`config.mk`:
```
export PLATFORM = sky130hd
export DESIGN_NAME = json_stream_validator_top
export DESIGN_NICKNAME = d
export VERILOG_FILES = /design/src/hw/rtl/jsv_pkg.sv /design/src/hw/rtl/jsv_core.sv /design/src/hw/rtl/jsv_out_reg.sv /design/src/hw/rtl/json_stream_validator_top.sv
export SDC_FILE = /design/constraint.sdc
export NUM_CORES = 1
export LEC_CHECK = 0
export ABC_AREA = 1
export BUFFER_PORTS_ARGS = -buffer_cell sky130_fd_sc_hd__buf_4
export CORE_MARGIN = 4
export CORE_UTILIZATION = 64
export CTS_BUF_LIST = sky130_fd_sc_hd__clkbuf_8
export DETAILED_ROUTE_END_ITERATION = 10
export PLACE_DENSITY = 0.84
export SYNTH_ARGS = -nofsm -noshare
export SYNTH_HDL_FRONTEND = slang
export SYNTH_SLANG_ARGS = --single-unit
```
`constraint.sdc`:
```
create_clock -name clock -period 7.1 [get_ports clock]
set_input_delay 1.775 -clock clock [delete_from_list [all_inputs] [get_ports clock]]
set_output_delay 1.775 -clock clock [all_outputs]
set_load 0.1 [all_outputs]
```
`src/hw/rtl/jsv_pkg.sv`:
```
`timescale 1ns / 1ps
package jsv_pkg;

   typedef enum logic [4:0] {
      P_TOP, P_AFTER_TOP, P_ARR_FIRST, P_ARR_VALUE, P_ARR_AFTER,
      P_OBJ_FIRST, P_OBJ_KEY, P_OBJ_COLON, P_OBJ_VALUE, P_OBJ_AFTER,
      P_STR, P_ESC, P_HEX, P_LIT, P_NUM_SIGN, P_NUM_ZERO, P_NUM_INT,
      P_NUM_FRAC0, P_NUM_FRAC, P_NUM_EXP0, P_NUM_EXPSIGN, P_NUM_EXP, P_FAILED
   } phase_type;

   localparam logic KIND_OBJ = 1'b0;
   localparam logic KIND_ARR = 1'b1;

   localparam logic [3:0] EV_NONE      = 4'd0;
   localparam logic [3:0] EV_OBJ_OPEN  = 4'd1;
   localparam logic [3:0] EV_OBJ_CLOSE = 4'd2;
   localparam logic [3:0] EV_ARR_OPEN  = 4'd3;
   localparam logic [3:0] EV_ARR_CLOSE = 4'd4;
   localparam logic [3:0] EV_KEY_DATA  = 4'd5;
   localparam logic [3:0] EV_KEY_END   = 4'd6;
   localparam logic [3:0] EV_STR_DATA  = 4'd7;
   localparam logic [3:0] EV_STR_END   = 4'd8;
   localparam logic [3:0] EV_NUM       = 4'd9;
   localparam logic [3:0] EV_TRUE      = 4'd10;
   localparam logic [3:0] EV_FALSE     = 4'd11;
   localparam logic [3:0] EV_NULL      = 4'd12;

   localparam logic [4:0] E_OK         = 5'd0;
   localparam logic [4:0] E_DEPTH      = 5'd1;
   localparam logic [4:0] E_END        = 5'd2;
   localparam logic [4:0] E_COLON      = 5'd3;
   localparam logic [4:0] E_OBJ_COMMA  = 5'd4;
   localparam logic [4:0] E_OBJ_UNTERM = 5'd5;
   localparam logic [4:0] E_ARR_COMMA  = 5'd6;
   localparam logic [4:0] E_ARR_UNTERM = 5'd7;
   localparam logic [4:0] E_EXP_STR    = 5'd8;
   localparam logic [4:0] E_CTRL       = 5'd9;
   localparam logic [4:0] E_ESC_END    = 5'd10;
   localparam logic [4:0] E_BAD_ESC    = 5'd11;
   localparam logic [4:0] E_STR_UNTERM = 5'd12;
   localparam logic [4:0] E_HEX_TRUNC  = 5'd13;
   localparam logic [4:0] E_BAD_HEX    = 5'd14;
   localparam logic [4:0] E_LEAD_ZERO  = 5'd15;
   localparam logic [4:0] E_BAD_NUM    = 5'd16;
   localparam logic [4:0] E_BAD_FRAC   = 5'd17;
   localparam logic [4:0] E_BAD_EXP    = 5'd18;
   localparam logic [4:0] E_BAD_LIT    = 5'd19;
   localparam logic [4:0] E_TRAILING   = 5'd20;

   typedef struct packed {
      logic [3:0] event_res;
      logic       number_end;
      logic [7:0] data_first;
      logic [7:0] data_second;
      logic [7:0] data_third;
      logic [1:0] data_count;
      logic [5:0] nest_level;
      logic [4:0] error_code;
      logic       done_res;
   } result_type;

   function automatic logic [7:0] lit_char(input logic [3:0] pos);
      logic [7:0] c;
      begin
         case (pos)
            4'd0: c = 8'h74; 4'd1: c = 8'h72; 4'd2: c = 8'h75; 4'd3: c = 8'h65;
            4'd4: c = 8'h66; 4'd5: c = 8'h61; 4'd6: c = 8'h6C; 4'd7: c = 8'h73;
            4'd8: c = 8'h65; 4'd9: c = 8'h6E; 4'd10: c = 8'h75; 4'd11: c = 8'h6C;
            4'd12: c = 8'h6C;
            default: c = 8'h00;
         endcase
         return c;
      end
   endfunction

endpackage

```
`src/hw/rtl/jsv_core.sv`:
```
`timescale 1ns / 1ps
module jsv_core import jsv_pkg::*; #(
   parameter int MAX_NEST = 32,
   parameter int LW = 9
) (
   input  logic       clock,
   input  logic       reset,
   input  logic       step,
   input  logic [7:0] text_byte,
   input  logic       finish,
   output result_type res
);

   localparam int KD = MAX_NEST + 1;
   localparam logic [LW-1:0] MAXN = LW'(MAX_NEST);

   phase_type     phase_ff, phase_in;
   logic [LW-1:0] level_ff, level_in;
   logic [15:0]   hex_ff, hex_in;
   logic [1:0]    hcnt_ff, hcnt_in;
   logic [3:0]    lpos_ff, lpos_in;
   logic          key_ff, key_in;
   logic [4:0]    err_ff, err_in;
   logic [KD-1:0] kinds_ff, kinds_in;
   logic          kw_en;
   logic          kw_val;
   logic          kpop_en;
   logic          top_kind;

   logic          is_ws, is_dig, expc, hex_ok;
   logic [3:0]    hex_d;
   logic [15:0]   cp;
   logic          nend;
   phase_type     p2, after_phase;

   assign is_ws  = text_byte == 8'h20 || text_byte == 8'h0A ||
                   text_byte == 8'h0D || text_byte == 8'h09;
   assign is_dig = text_byte >= 8'h30 && text_byte <= 8'h39;
   assign expc   = text_byte == 8'h65 || text_byte == 8'h45;
   assign top_kind = kinds_ff[0];

   always_comb begin
      hex_ok = 1'b1;
      hex_d  = 4'd0;
      if (is_dig) hex_d = text_byte[3:0];
      else if ((text_byte >= 8'h61 && text_byte <= 8'h66) ||
               (text_byte >= 8'h41 && text_byte <= 8'h46))
         hex_d = 4'(text_byte[2:0] + 3'd1) + 4'd8;
      else hex_ok = 1'b0;
   end
   assign cp = {hex_ff[11:0], hex_d};

   always_comb begin
      if (level_ff == '0) after_phase = P_AFTER_TOP;
      else if (level_ff <= MAXN + LW'(1) && top_kind == KIND_ARR) after_phase = P_ARR_AFTER;
      else after_phase = P_OBJ_AFTER;
   end

   always_comb begin
      logic [4:0] fcode;
      logic       open_c, close_c;
      logic       okind;
      phase_type  p;
      phase_type  next_num;
      logic       num_fail;
      logic [4:0] num_code;
      logic       num_ok;
      logic [3:0] lp1;
      fcode   = E_OK;
      open_c  = 1'b0;
      close_c = 1'b0;
      okind   = KIND_OBJ;
      next_num = P_FAILED;
      num_fail = 1'b0;
      num_code = E_OK;
      num_ok   = 1'b0;
      lp1      = lpos_ff + 4'd1;
      phase_in = phase_ff;
      level_in = level_ff;
      hex_in   = hex_ff;
      hcnt_in  = hcnt_ff;
      lpos_in  = lpos_ff;
      key_in   = key_ff;
      nend     = 1'b0;
      res      = '0;
      p        = phase_ff;
      p2       = phase_ff;

      if (finish) begin
         if (p == P_NUM_ZERO || p == P_NUM_INT || p == P_NUM_FRAC || p == P_NUM_EXP) begin
            nend = 1'b1;
            p = after_phase;
         end
         unique case (p)
            P_TOP, P_OBJ_VALUE:       fcode = E_END;
            P_ARR_FIRST, P_ARR_VALUE: fcode = E_ARR_UNTERM;
            P_ARR_AFTER:              fcode = E_ARR_COMMA;
            P_OBJ_FIRST, P_OBJ_KEY:   fcode = E_OBJ_UNTERM;
            P_OBJ_COLON:              fcode = E_COLON;
            P_OBJ_AFTER:              fcode = E_OBJ_COMMA;
            P_STR:                    fcode = E_STR_UNTERM;
            P_ESC:                    fcode = E_ESC_END;
            P_HEX:                    fcode = E_HEX_TRUNC;
            P_LIT:                    fcode = E_BAD_LIT;
            P_NUM_SIGN:               fcode = E_BAD_NUM;
            P_NUM_FRAC0:              fcode = E_BAD_FRAC;
            P_NUM_EXP0, P_NUM_EXPSIGN: fcode = E_BAD_EXP;
            default:                  fcode = E_OK;
         endcase
         res.done_res = 1'b1;
      end else begin
         if (p >= P_NUM_SIGN && p <= P_NUM_EXP) begin
            unique case (p)
               P_NUM_SIGN: begin
                  if (text_byte == 8'h30) next_num = P_NUM_ZERO;
                  else if (is_dig) next_num = P_NUM_INT;
                  else begin num_fail = 1'b1; num_code = E_BAD_NUM; end
               end
               P_NUM_ZERO, P_NUM_INT: begin
                  if (is_dig && p == P_NUM_ZERO) begin
                     num_fail = 1'b1; num_code = E_LEAD_ZERO;
                  end else if (is_dig) next_num = P_NUM_INT;
                  else if (text_byte == 8'h2E) next_num = P_NUM_FRAC0;
                  else if (expc) next_num = P_NUM_EXP0;
               end
               P_NUM_FRAC0: begin
                  if (is_dig) next_num = P_NUM_FRAC;
                  else begin num_fail = 1'b1; num_code = E_BAD_FRAC; end
               end
               P_NUM_FRAC: begin
                  if (is_dig) next_num = P_NUM_FRAC;
                  else if (expc) next_num = P_NUM_EXP0;
               end
               P_NUM_EXP0: begin
                  if (text_byte == 8'h2B || text_byte == 8'h2D) next_num = P_NUM_EXPSIGN;
                  else if (is_dig) next_num = P_NUM_EXP;
                  else begin num_fail = 1'b1; num_code = E_BAD_EXP; end
               end
               P_NUM_EXPSIGN: begin
                  if (is_dig) next_num = P_NUM_EXP;
                  else begin num_fail = 1'b1; num_code = E_BAD_EXP; end
               end
               default: begin
                  if (is_dig) next_num = P_NUM_EXP;
               end
            endcase
            if (num_fail) fcode = num_code;
            else if (next_num == P_FAILED) begin
               nend = 1'b1;
               p2 = after_phase;
               phase_in = after_phase;
            end else begin
               num_ok = 1'b1;
               res.event_res = EV_NUM;
               phase_in = next_num;
            end
         end
         if (!num_ok && fcode == E_OK) begin
            unique case (p2)
               P_TOP, P_OBJ_VALUE, P_ARR_FIRST, P_ARR_VALUE: begin
                  if (!is_ws) begin
                     if (p2 == P_ARR_FIRST && text_byte == 8'h5D) close_c = 1'b1;
                     else if ((p2 == P_ARR_FIRST || p2 == P_ARR_VALUE) && level_ff > MAXN)
                        fcode = E_DEPTH;
                     else if (text_byte == 8'h7B) begin
                        open_c = 1'b1; okind = KIND_OBJ;
                        res.event_res = EV_OBJ_OPEN; phase_in = P_OBJ_FIRST;
                     end else if (text_byte == 8'h5B) begin
                        open_c = 1'b1; okind = KIND_ARR;
                        res.event_res = EV_ARR_OPEN; phase_in = P_ARR_FIRST;
                     end else if (text_byte == 8'h22) begin
                        key_in = 1'b0; phase_in = P_STR;
                     end else if (text_byte == 8'h74) begin
                        lpos_in = 4'd0; phase_in = P_LIT;
                     end else if (text_byte == 8'h66) begin
                        lpos_in = 4'd4; phase_in = P_LIT;
                     end else if (text_byte == 8'h6E) begin
                        lpos_in = 4'd9; phase_in = P_LIT;
                     end else if (text_byte == 8'h2D) begin
                        res.event_res = EV_NUM; phase_in = P_NUM_SIGN;
                     end else if (text_byte == 8'h30) begin
                        res.event_res = EV_NUM; phase_in = P_NUM_ZERO;
                     end else if (is_dig) begin
                        res.event_res = EV_NUM; phase_in = P_NUM_INT;
                     end else fcode = E_BAD_NUM;
                     if (close_c) res.event_res = EV_ARR_CLOSE;
                  end
               end
               P_AFTER_TOP: if (!is_ws) fcode = E_TRAILING;
               P_ARR_AFTER: begin
                  if (!is_ws) begin
                     if (text_byte == 8'h5D) begin
                        close_c = 1'b1; res.event_res = EV_ARR_CLOSE;
                     end else if (text_byte == 8'h2C) phase_in = P_ARR_VALUE;
                     else fcode = E_ARR_COMMA;
                  end
               end
               P_OBJ_FIRST, P_OBJ_KEY: begin
                  if (!is_ws) begin
                     if (p2 == P_OBJ_FIRST && text_byte == 8'h7D) begin
                        close_c = 1'b1; res.event_res = EV_OBJ_CLOSE;
                     end else if (text_byte == 8'h22) begin
                        key_in = 1'b1; phase_in = P_STR;
                     end else fcode = E_EXP_STR;
                  end
               end
               P_OBJ_COLON: begin
                  if (!is_ws) begin
                     if (text_byte != 8'h3A) fcode = E_COLON;
                     else if (level_ff > MAXN) fcode = E_DEPTH;
                     else phase_in = P_OBJ_VALUE;
                  end
               end
               P_OBJ_AFTER: begin
                  if (!is_ws) begin
                     if (text_byte == 8'h7D) begin
                        close_c = 1'b1; res.event_res = EV_OBJ_CLOSE;
                     end else if (text_byte == 8'h2C) phase_in = P_OBJ_KEY;
                     else fcode = E_OBJ_COMMA;
                  end
               end
               P_STR: begin
                  if (text_byte == 8'h22) begin
                     res.event_res = key_ff ? EV_KEY_END : EV_STR_END;
                     if (key_ff) begin
                        key_in = 1'b0; phase_in = P_OBJ_COLON;
                     end else phase_in = after_phase;
                  end else if (text_byte < 8'h20) fcode = E_CTRL;
                  else if (text_byte == 8'h5C) phase_in = P_ESC;
                  else begin
                     res.event_res = key_ff ? EV_KEY_DATA : EV_STR_DATA;
                     res.data_first = text_byte; res.data_count = 2'd1;
                  end
               end
               P_ESC: begin
                  res.data_count = 2'd1;
                  res.event_res = key_ff ? EV_KEY_DATA : EV_STR_DATA;
                  phase_in = P_STR;
                  case (text_byte)
                     8'h22, 8'h5C, 8'h2F: res.data_first = text_byte;
                     8'h62: res.data_first = 8'h08;
                     8'h66: res.data_first = 8'h0C;
                     8'h6E: res.data_first = 8'h0A;
                     8'h72: res.data_first = 8'h0D;
                     8'h74: res.data_first = 8'h09;
                     8'h75: begin
                        res.data_count = 2'd0; res.event_res = EV_NONE;
                        hex_in = '0; hcnt_in = '0; phase_in = P_HEX;
                     end
                     default: begin
                        res.data_count = 2'd0; res.event_res = EV_NONE;
                        fcode = E_BAD_ESC;
                     end
                  endcase
               end
               P_HEX: begin
                  if (!hex_ok) fcode = E_BAD_HEX;
                  else if (hcnt_ff != 2'd3) begin
                     hex_in = cp; hcnt_in = hcnt_ff + 2'd1;
                  end else begin
                     hex_in = '0; hcnt_in = '0; phase_in = P_STR;
                     res.event_res = key_ff ? EV_KEY_DATA : EV_STR_DATA;
                     if (cp <= 16'h7F) begin
                        res.data_first = cp[7:0]; res.data_count = 2'd1;
                     end else if (cp <= 16'h7FF) begin
                        res.data_first  = 8'hC0 | {3'b0, cp[10:6]};
                        res.data_second = 8'h80 | {2'b0, cp[5:0]};
                        res.data_count  = 2'd2;
                     end else begin
                        res.data_first  = 8'hE0 | {4'b0, cp[15:12]};
                        res.data_second = 8'h80 | {2'b0, cp[11:6]};
                        res.data_third  = 8'h80 | {2'b0, cp[5:0]};
                        res.data_count  = 2'd3;
                     end
                  end
               end
               P_LIT: begin
                  if (lpos_ff >= 4'd12 || text_byte != lit_char(lp1)) fcode = E_BAD_LIT;
                  else if (lp1 == 4'd3 || lp1 == 4'd8 || lp1 == 4'd12) begin
                     res.event_res = (lp1 == 4'd3) ? EV_TRUE :
                                     (lp1 == 4'd8) ? EV_FALSE : EV_NULL;
                     lpos_in = 4'd0; phase_in = after_phase;
                  end else lpos_in = lp1;
               end
               default: ;
            endcase
         end
      end

      if (open_c && level_ff <= MAXN) level_in = level_ff + LW'(1);
      if (close_c) begin
         if (level_ff != '0) level_in = level_ff - LW'(1);
      end
      kw_en   = open_c && level_ff <= MAXN;
      kw_val  = okind;
      kpop_en = close_c && level_ff != '0;

      err_in = err_ff;
      if (fcode != E_OK) begin
         phase_in = P_FAILED;
         if (err_ff == E_OK) err_in = fcode;
      end
      res.number_end = nend;
      res.nest_level = 6'(level_in);
      res.error_code = err_in;
   end

   // take the phase after a close from the kind below the top
   phase_type close_after;
   always_comb begin
      if (level_ff <= LW'(1)) close_after = P_AFTER_TOP;
      else if (level_ff <= MAXN + LW'(2) && kinds_ff[1] == KIND_ARR)
         close_after = P_ARR_AFTER;
      else close_after = P_OBJ_AFTER;
   end

   logic is_close;
   assign is_close = res.event_res == EV_OBJ_CLOSE || res.event_res == EV_ARR_CLOSE;

   always_comb begin
      kinds_in = kinds_ff;
      if (kw_en) kinds_in = {kinds_ff[KD-2:0], kw_val};
      else if (kpop_en) kinds_in = {1'b0, kinds_ff[KD-1:1]};
   end

   always_ff @(posedge clock) begin
      if (step && !finish) kinds_ff <= kinds_in;
   end

   always_ff @(posedge clock) begin
      if (reset) begin
         phase_ff <= P_TOP;
         level_ff <= '0;
         hex_ff   <= '0;
         hcnt_ff  <= '0;
         lpos_ff  <= '0;
         key_ff   <= 1'b0;
         err_ff   <= E_OK;
      end else if (step) begin
         if (finish) begin
            phase_ff <= P_TOP;
            level_ff <= '0;
            hex_ff   <= '0;
            hcnt_ff  <= '0;
            lpos_ff  <= '0;
            key_ff   <= 1'b0;
            err_ff   <= E_OK;
         end else begin
            phase_ff <= (is_close && phase_in != P_FAILED) ? close_after : phase_in;
            level_ff <= level_in;
            hex_ff   <= hex_in;
            hcnt_ff  <= hcnt_in;
            lpos_ff  <= lpos_in;
            key_ff   <= key_in;
            err_ff   <= err_in;
         end
      end
   end

endmodule

```
`src/hw/rtl/jsv_out_reg.sv`:
```
`timescale 1ns / 1ps
module jsv_out_reg import jsv_pkg::*; (
   input  logic       clock,
   input  logic       reset,
   input  logic       load,
   input  result_type load_data,
   input  logic       take,
   output logic       full,
   output result_type data
);

   logic       full_ff, full_in;
   result_type data_ff;

   assign full_in = load | (full_ff & ~take);

   always_ff @(posedge clock) begin
      if (reset) full_ff <= 1'b0;
      else full_ff <= full_in;
   end

   always_ff @(posedge clock) begin
      if (load) data_ff <= load_data;
   end

   assign full = full_ff;
   assign data = data_ff;

endmodule

```
`src/hw/rtl/json_stream_validator_top.sv`:
```
`timescale 1ns / 1ps
// The result of an input transaction is registered in the output register and is on the rsp_ ports in the next cycle.
// One byte per cycle while the output register is empty or rsp_ready is high; the phase update is combinational.
// A new byte is taken while a result is held, provided the output register drains.
// Reset (synchronous, active high) returns the parser to the top-level phase
// and empties the output register.
module json_stream_validator_top import jsv_pkg::*; #(
   parameter int MAX_NEST = 32
) (
   input  logic       clock,
   input  logic       reset,
   input  logic       req_valid,
   output logic       req_ready,
   input  logic [7:0] req_text_byte,
   input  logic       req_finish,
   output logic       rsp_valid,
   input  logic       rsp_ready,
   output logic [3:0] rsp_event_res,
   output logic       rsp_number_end,
   output logic [7:0] rsp_data_first,
   output logic [7:0] rsp_data_second,
   output logic [7:0] rsp_data_third,
   output logic [1:0] rsp_data_count,
   output logic [5:0] rsp_nest_level,
   output logic [4:0] rsp_error_code,
   output logic       rsp_done_res
);

   localparam int LW = $clog2(MAX_NEST + 3);

   result_type res, held;
   logic       full, step;

   assign req_ready = ~full | rsp_ready;
   assign step      = req_valid & req_ready;

   jsv_core #(.MAX_NEST(MAX_NEST), .LW(LW)) u_core (
      .clock(clock), .reset(reset), .step(step),
      .text_byte(req_text_byte), .finish(req_finish), .res(res)
   );

   jsv_out_reg u_out (
      .clock(clock), .reset(reset), .load(step), .load_data(res),
      .take(rsp_ready), .full(full), .data(held)
   );

   assign rsp_valid       = full;
   assign rsp_event_res   = held.event_res;
   assign rsp_number_end  = held.number_end;
   assign rsp_data_first  = held.data_first;
   assign rsp_data_second = held.data_second;
   assign rsp_data_third  = held.data_third;
   assign rsp_data_count  = held.data_count;
   assign rsp_nest_level  = held.nest_level;
   assign rsp_error_code  = held.error_code;
   assign rsp_done_res    = held.done_res;

endmodule

```
# ---- Word-level counts from Yosys, hierarchy flattened
# Memories as Yosys holds them, arrays and structs flattened.
# Index checks and enable logic that the tools add are counted.
dict set report classes {
  n_mux 264
  n_reduce_logical 56
  magnitude_cmp 17
  eq_ne 68
  bitwise 9
  add_sub_neg 6
}
# op n
set ops {}
lappend ops {{5-bit two-way mux} 98}
lappend ops {{4-bit two-way mux} 53}
lappend ops {{8-bit by 7-bit equality test with 1-bit output, second input constant} 13}
lappend ops {{33-bit two-way mux} 2}
lappend ops {{8-bit by 6-bit equality test with 1-bit output, second input constant} 8}
lappend ops {{8-bit two-way mux} 8}
lappend ops {{1-bit two-way mux} 61}
lappend ops {{12-bit two-way mux} 5}
lappend ops {{26-bit two-way mux} 2}
lappend ops {{5-bit case mux with 10 select lines} 1}
lappend ops {{5-bit case mux with 5 select lines} 2}
lappend ops {{8-bit case mux with 6 select lines} 1}
lappend ops {{5-bit case mux with 9 select lines} 1}
lappend ops {{5-bit by 4-bit equality test with 1-bit output, second input constant} 8}
lappend ops {{5-bit equality test, second input constant} 7}
lappend ops {{4-bit case mux with 8 select lines} 1}
lappend ops {{3-bit != test, second input constant} 10}
lappend ops {{8-bit by 4-bit equality test with 1-bit output, second input constant} 3}
lappend ops {{6-bit two-way mux} 4}
lappend ops {{12-bit case mux with 2 select lines} 1}
lappend ops {{8-bit case mux with 3 select lines} 1}
lappend ops {{11-bit AND reduction} 2}
lappend ops {{5-bit by 3-bit equality test with 1-bit output, second input constant} 4}
lappend ops {{2-bit two-way mux} 10}
lappend ops {{other kinds (60)} 114}
dict set report totals {
  input_bits 13
  romBits 272
  wordCells 441
  mem_count 2
  register_bits 112
  output_inout_bits 45
}
# name depth width read_ports rd_clocked_by_memory_dff write_ports line_no
set memory_table {}
lappend memory_table {{(no name shown)} 32 5 1 0 0 jsv_core.sv:94} ;# unique case (p)
lappend memory_table {{(no name shown)} 16 7 1 0 0 jsv_pkg.sv:65} ;# case (pos)

# ---- Depth between registers and ports, before layout
# Gate-level depths: netlist of run 1.
dict set report depth {
  ltp_word 34
  depth_mapped 31
  ltp_nobuf 30
}

# ---- Modules after synthesis
# Synthesis of run 1 repeated with hierarchy kept, for this count alone.
dict set report hier_totals {
  hier_cells 1181
  hier_area_um2 8240.4
}
# mod seq_area_each_um2 cells_each area_per_inst_um2 n_inst
set by_module_without_submodules {}
lappend by_module_without_submodules {jsv_core 1691.6 1129 6889.1 1}
lappend by_module_without_submodules {jsv_out_reg 1311.3 48 1331.3 1}
lappend by_module_without_submodules {json_stream_validator_top 0.0 4 20.0 1}

# ---- Least setup slack after synthesis of run 1
# OpenSTA, ideal clock, no wires.
dict set report synth_path {
  kind {input to register}
  startpoint {in req_text_byte[0]}
  endpoint {reg u_core.kinds_ff[0] (enable)}
  path_slack_ns 0.925
  t_arrival_ns 5.741
  stages 21
  required_time_ns 6.666
  n_path_buf 2
  cell_sequence {inv_1 -> ha_1 -> inv_1 -> nand3_1 -> inv_1 -> nor2_2 -> buf_4 -> nand2_2 -> nand2_1 -> o21ai_0 -> nor2_1 -> nor2_2 -> nand3_4 -> o21ai_2 -> nand3_2 -> inv_2 -> nand2_2 -> a21oi_2 -> nand4_2 -> clkbuf_1 -> a21oi_1}
}
dict set report synth_via {
  elab_chain_len 28
  word_cells_on_any_way 106
  classes_between {order compare (2); eq/ne (22); mux (61); reduce/logical (21)}
}
# item line_no
set synth_rtl {}
lappend synth_rtl {{from (decl)} json_stream_validator_top.sv:14} ;# input logic [7:0] req_text_byte,
lappend synth_rtl {{parallel branches: the longest is 26 deep, another holds 8-bit by 6-bit >= comparator with 1-bit output} n/a}
lappend synth_rtl {{2-bit nonzero test (no line) *} n/a}
lappend synth_rtl {{2-bit AND reduction (no line) *} n/a}
lappend synth_rtl {{to (signal assigned)} jsv_core.sv:327} ;# if (step && !finish) kinds_ff <= kinds_in;
lappend synth_rtl {{to (decl)} jsv_core.sv:24} ;# logic [KD-1:0] kinds_ff, kinds_in;
# Mark *: on every way between the ends. The select of a mux whose other input is x is not followed.
# A chain may end at the register's enable or synchronous reset.

==> results of run 1 <==
cell type report:
type | instances | share of cell area
multi-input cells | 854 | 0.5001
inverters | 182 | 0.07666
clock buffers | 9 | 0.01370
repair buffers | 61 | 0.05064
flip-flops and latches | 110 | 0.3254
well taps | 172 | 0.02380
clock inverters | 7 | 0.009686
stage by stage:
step	cell area [sq um]	utilization	hold slack, ps
floorplan	8357	-	447.2
global placement	8831	0.6941	458.0
detailed placement	8831	0.6941	473.3
CTS	9042	0.7108	490.5
global route	9042	0.7108	515.4
finish	9042	0.7108	491.5
worst register-to-register path: cells and delay by family, from the launching register on:
kind	cells	cell delay, ps
compound gates	5	1670
simple gates	10	1120
fa+ha+maj	2	490
flops	1	480
buf+inv	2	320
flip-flops by register name, indices dropped and copies added, names as in the netlist:
name	cells
u_core.key_ff	1
u_core.hcnt_ff	2
u_core.lpos_ff	4
u_core.kinds_ff	33
u_core.level_ff	6
u_core.hex_ff	12
u_core.err_ff	5
u_core.phase_ff	5
u_out.full	1
u_out.data	41
report_power, final:
group	switching [mW]	internal [mW]	leakage [nW]
clock	0.233	0.172	0.108
combinational	0.321	0.0998	3.03
sequential	0.0159	0.702	1.00
total	0.570	0.974	4.14
worst max-delay path by stage:
stage | endpoint | slack, ps
2_1_floorplan | u_core.kinds_ff[0] | 920
3_3_place_gp | u_core.kinds_ff[26] | 1480
3_5_place_dp | u_out.data[10] | 1280
4_1_cts | u_out.data[10] | 1680
5_1_grt | u_out.data[10] | 1250
6_report | u_out.data[10] | 1560
layout by cell type (no fill, tap or decap), types with 17 or more instances in the layout:
cell      instances
edfxtp_1         74
nand3_1          64
nor2_1          147
a21oi_1          81
ha_1             22
dfxtp_1          36
inv_1           161
nand2_1         250
nor3_1           20
o21ai_0          75
nand2_2          27
buf_4            61
nand4_1          18
o211ai_1         17
logic make-up after synthesis:
family | count (synthesis) | synth area share
adders and majority gates | 22 | 0.03295
other | 1 | 0.0004489
and+or+nand+nor | 587 | 0.3313
AOI/OAI and AO/OA | 236 | 0.1669
buffers and inverters | 217 | 0.1072
xor gates and xnor gates | 5 | 0.006141
muxes | 2 | 0.002696
DFF | 110 | 0.3523
metal layers:
layer | part of all wire | track usage | vias to the layer above
met5 | 0 | 0 | -
met1 | 0.43 | 0.4802 | 3764
met4 | 0.028 | 0.09377 | 0
li1 | - | - | 3978
met2 | 0.41 | 0.4627 | 490
met3 | 0.13 | 0.08848 | 75
==> reports/metrics.yaml, run 1 <==
route:
  ant_nets: 0
  drt_iter0_markers: 1231
  vias: 8307
  routedWlPerCell_microns: 17.19
  drc_errors: 0
  via_per_inst: 5.955
  routed_wl_microns: 23980
  dr.pass1.iters: 6
die:
  dieWidth_microns: 122.2
  dieArea_sq_um: 14940
  core_area_sq_um: 12720
  chipHeight_microns: 122.2
  rows: 41
  start_util: 0.6566
  io_pins: 58
layout:
  filler_cell_count: 1135
  seqCellArea_sq_um: 2943
  diodes: 0
  area_growth_pct: 8.253
  multi_input_area_sq_um: 4522
  stdcell_count: 1395
  drive_above_1_share: 0.1521
  final_nets: 1253
worst_setup_path:
  crit_path_max_fanout: 35
  r2r_start: "u_core.level_ff[0]"
  cp-startpoint: "req_text_byte[0]"
  critPathLaunchType: "input port"
  crit_required_ps: 7250
  cp-end-kind: "register"
  r2r_cells: 19
  crit_top_cell: "inv_1"
  arrival_ps: 5680
  critical_path.cell_chain: "buf_4, inv_1, ha_1, inv_1, nand3_1, inv_1, nor2_2, nand3_1, nand4_2, nor2_4, nand3_2, nand3_2, inv_2, nand2_2, nand2_4, nand2_1, inv_2, nand3_4, o21ai_1, o21ai_1, inv_1, nand2_1, and2_1"
  ff2ff_setup_slack_ps: 2910
  max_stage_delay_ps: 410
  cp.depth: 23
  crit_buf_inv: 7
  crit_slowest_cell: "nor2_2"
  critical_path_class: "in2reg"
  r2r-end: "u_core.phase_ff[3]"
  cp_top_family: "simple AND/OR/NAND/NOR gates"
power:
  power.density_nw_per_um2: 170.8
  ir_drop_mv: 0.1099
  p_total_mw: 1.544
  p_leak_nw: 4.141
run_status:
  status: "finished clean"
yosys:
  synth-seq-area-share: 0.3523
  synthCells: 1180
  synth-edff-count: 74
  dominantRegCellSynth: "edfxtp_1"
  syn_area_sq_um: 8353
  yosysTopAreaCell: "edfxtp_1"
  yosysMostFrequentCell: "nand2_1"
  ys_seq_elements: 110
  ys_warn_count: 0
  avgSynthCellArea_sq_um: 7.079
  async_reset_ff_frac: 0
  yosys-top-cells-count: "nand2_1, inv_1, nor2_1"
  synth_top_area_frac: 0.2660
  synth_area_leaders: "edfxtp_1, nand2_1, dfxtp_1"
  synth_cell_type_count: 57
run:
  maxCapViolCount: 0
placement:
  io_buffers: 55
  finalWeightedCongestion: 1.118
  dp_cells: 1379
  pre_cts_slack_ps: 1284
  hpwl_microns: 18440
clock_network:
  cts.sinks: 110
  cts_hold_buf: 0
  cts_tree: "built"
  post_cts.repair.setup_buffers: 0
  cts_made_buffers: 9
  clock_path_buffers: 2
  cts_resized: 0
  insertion_delay_ps: 390
  clkSlewWorstSetupHoldPaths_ps: 120
  clock-root-buffer: "clkbuf_8"
  htree_levels: 3
sta:
  finClkSkew_ps: 21.56
  finalMaxSlewViolations: 0
  maxSlewHeadroom: 0.2307
  hold_viol_final: 0
  fin_crit_sh: 0.7800
  finalSetupViolCount: 0
  worst_slack_ps: 1562
  grt_setup_unrepaired: "false"
  tightest_slew_ps: 1139
  fmax_mhz: 180.6
  setup_tns_ps: 0
  post-route-min-period_ps: 5538
global_route:
  track_usage: 0.3239
  grt_pass1_wl_microns: 38160
  first_global_vias: 7334
  grt_max_degree: 44
  grt_overflow: 0
  antenna_found_initial: 0
hold_path:
  hold_path_class: "reg2reg"
  hold_depth: 2
  hold_path.startpoint: "u_core.hex_ff[9]"
  hold_end: "u_core.hex_ff[9]"
(Power assumes the default switching activity.)
==> run 2, diff against run 1 <==
clock period = 5.4 ns   (was 7.1 ns; I/O delays follow)
==> reports/metrics.yaml, run 2 (synthesized netlist as in run 1, its figures left out) <==
hold_path:
  hold_path_class: "reg2reg"
  hold_path.startpoint: "u_core.hcnt_ff[1]"
placement:
  hpwl_microns: 18990
  io_buffers: 55
  dp_cells: 1389
  finalWeightedCongestion: 1.032
sta:
  setup_tns_ps: 0
  post-route-min-period_ps: 4754
  hold_viol_final: 0
  grt_setup_unrepaired: "false"
  tightest_slew_ps: 1134
  finClkSkew_ps: 13.40
  finalSetupViolCount: 0
  fmax_mhz: 210.4
  maxSlewHeadroom: 0.2343
  finalMaxSlewViolations: 0
  fin_hold_ws_ps: 486.1
  fin_crit_sh: 0.8803
global_route:
  first_global_vias: 7502
  antenna_found_initial: 0
  grt_overflow: 0
  grt_max_degree: 35
  track_usage: 0.3333
  grt_pass1_wl_microns: 38760
worst_setup_path:
  ff2ff_setup_slack_ps: 1330
  cp-end-kind: "register"
  critical_path_class: "in2reg"
  crit_path_max_fanout: 33
  crit_required_ps: 5500
  critPathLaunchType: "input port"
  arrival_ps: 4860
  cp-startpoint: "req_text_byte[0]"
  r2r_start: "u_core.level_ff[0]"
route:
  vias: 8449
  dr.pass1.iters: 5
  routedWlPerCell_microns: 17.47
  drc_errors: 0
  via_per_inst: 6.014
  drt_iter0_markers: 1087
  routed_wl_microns: 24550
  ant_nets: 0
clock_network:
  htree_levels: 3
  cts_hold_buf: 0
  cts_made_buffers: 9
  clock_path_buffers: 2
  cts_resized: 0
  insertion_delay_ps: 400
  clkSlewWorstSetupHoldPaths_ps: 120
  cts.sinks: 110
  cts_tree: "built"
  clock-root-buffer: "clkbuf_8"
  post_cts.repair.setup_buffers: 0
run:
  maxCapViolCount: 0
die:
  chipHeight_microns: 122.2
  core_area_sq_um: 12720
  start_util: 0.6566
  dieArea_sq_um: 14940
  rows: 41
  dieWidth_microns: 122.2
  io_pins: 58
power:
  netSwitchingPower_mw: 0.7762
  ir_drop_mv: 0.1446
  power.density_nw_per_um2: 225.5
  intPower_mw: 1.286
  pwr-share-comb: 0.270
  p_sw_frac: 0.3765
  seqPwrFrac: 0.458
  p_clk_frac: 0.272
  p_leak_nw: 4.196
layout:
  largest_register_ffs: 41
  area_growth_pct: 9.452
  utilization: 0.7186
  final_nets: 1263
  filler_cell_count: 1124
  stdcell_count: 1405
  diodes: 0
  multi_input_area_sq_um: 4522
  most-common-layout-cells: "nand2_1, inv_1, nor2_1, a21oi_1, o21ai_0"
  final_common_cell: "nand2_1"
  drive_above_1_share: 0.1598
  seqCellArea_sq_um: 2943
run_status:
  status: "finished clean"
run 2: final timing paths:
| check | endpoint | depth (start not counted) |
|---|---|---|
| worst max register to register | u_core.err_ff[0] | 16 |
| worst max-delay path | u_core.kinds_ff[26] | 21 |
| worst min-delay path | u_core.hcnt_ff[1] | 2 |
| worst min register to register | u_core.hcnt_ff[1] | 2 |
run 2: critical path, cell delays in order:
cell and delay, ps:
buf_4 140, inv_1 180, ha_1 210, inv_1 100, nand3_1 120, nand3_2 250, o21ai_1 220, nand4_2 190
nor2_4 240, nand3_4 150, nand2_2 110, nand2_2 100, nor2_2 210, buf_4 190, nand2_1 90, nand2_2 140
nor3_2 70, nand2_1 80, nand4_1 200, a21oi_2 270, buf_12 230
run 2: cell type report:
cell class | count | share of cell area
flip-flops and latches | 110 | 0.3219
inverters | 182 | 0.07582
clock inverters | 7 | 0.01095
repair buffers | 71 | 0.05967
well taps | 172 | 0.02354
multi-input cells | 854 | 0.4946
clock buffers | 9 | 0.01355
run 2: per-stage QoR:
step           power, mW  instance area, sq um  worst slack (ps)
3_3_place_gp       1.501                  8919             471.7
6_report           2.062                  9143             646.4
5_1_grt            2.142                  9143             429.9
2_1_floorplan      1.381                  8361             378.3
4_1_cts            2.052                  9143             752.3
3_5_place_dp       1.506                  8919             335.5
run 2: layer usage:
metal,global-route usage,vias up,part of all wire
met5,0,-,0
met1,0.4871,3864,0.43
met4,0.1323,0,0.038
met3,0.07051,78,0.11
li1,-,4004,-
met2,0.4830,503,0.42
run 2: power groups by stage:
stage	Sequential (mW)	Clock, mW	Combinational (mW)
6_report	0.944	0.561	0.556
5_1_grt	0.947	0.598	0.597
4_1_cts	0.944	0.564	0.545
3_5_place_dp	0.963	0	0.543
3_3_place_gp	0.962	0	0.539
2_1_floorplan	1.09	0	0.294
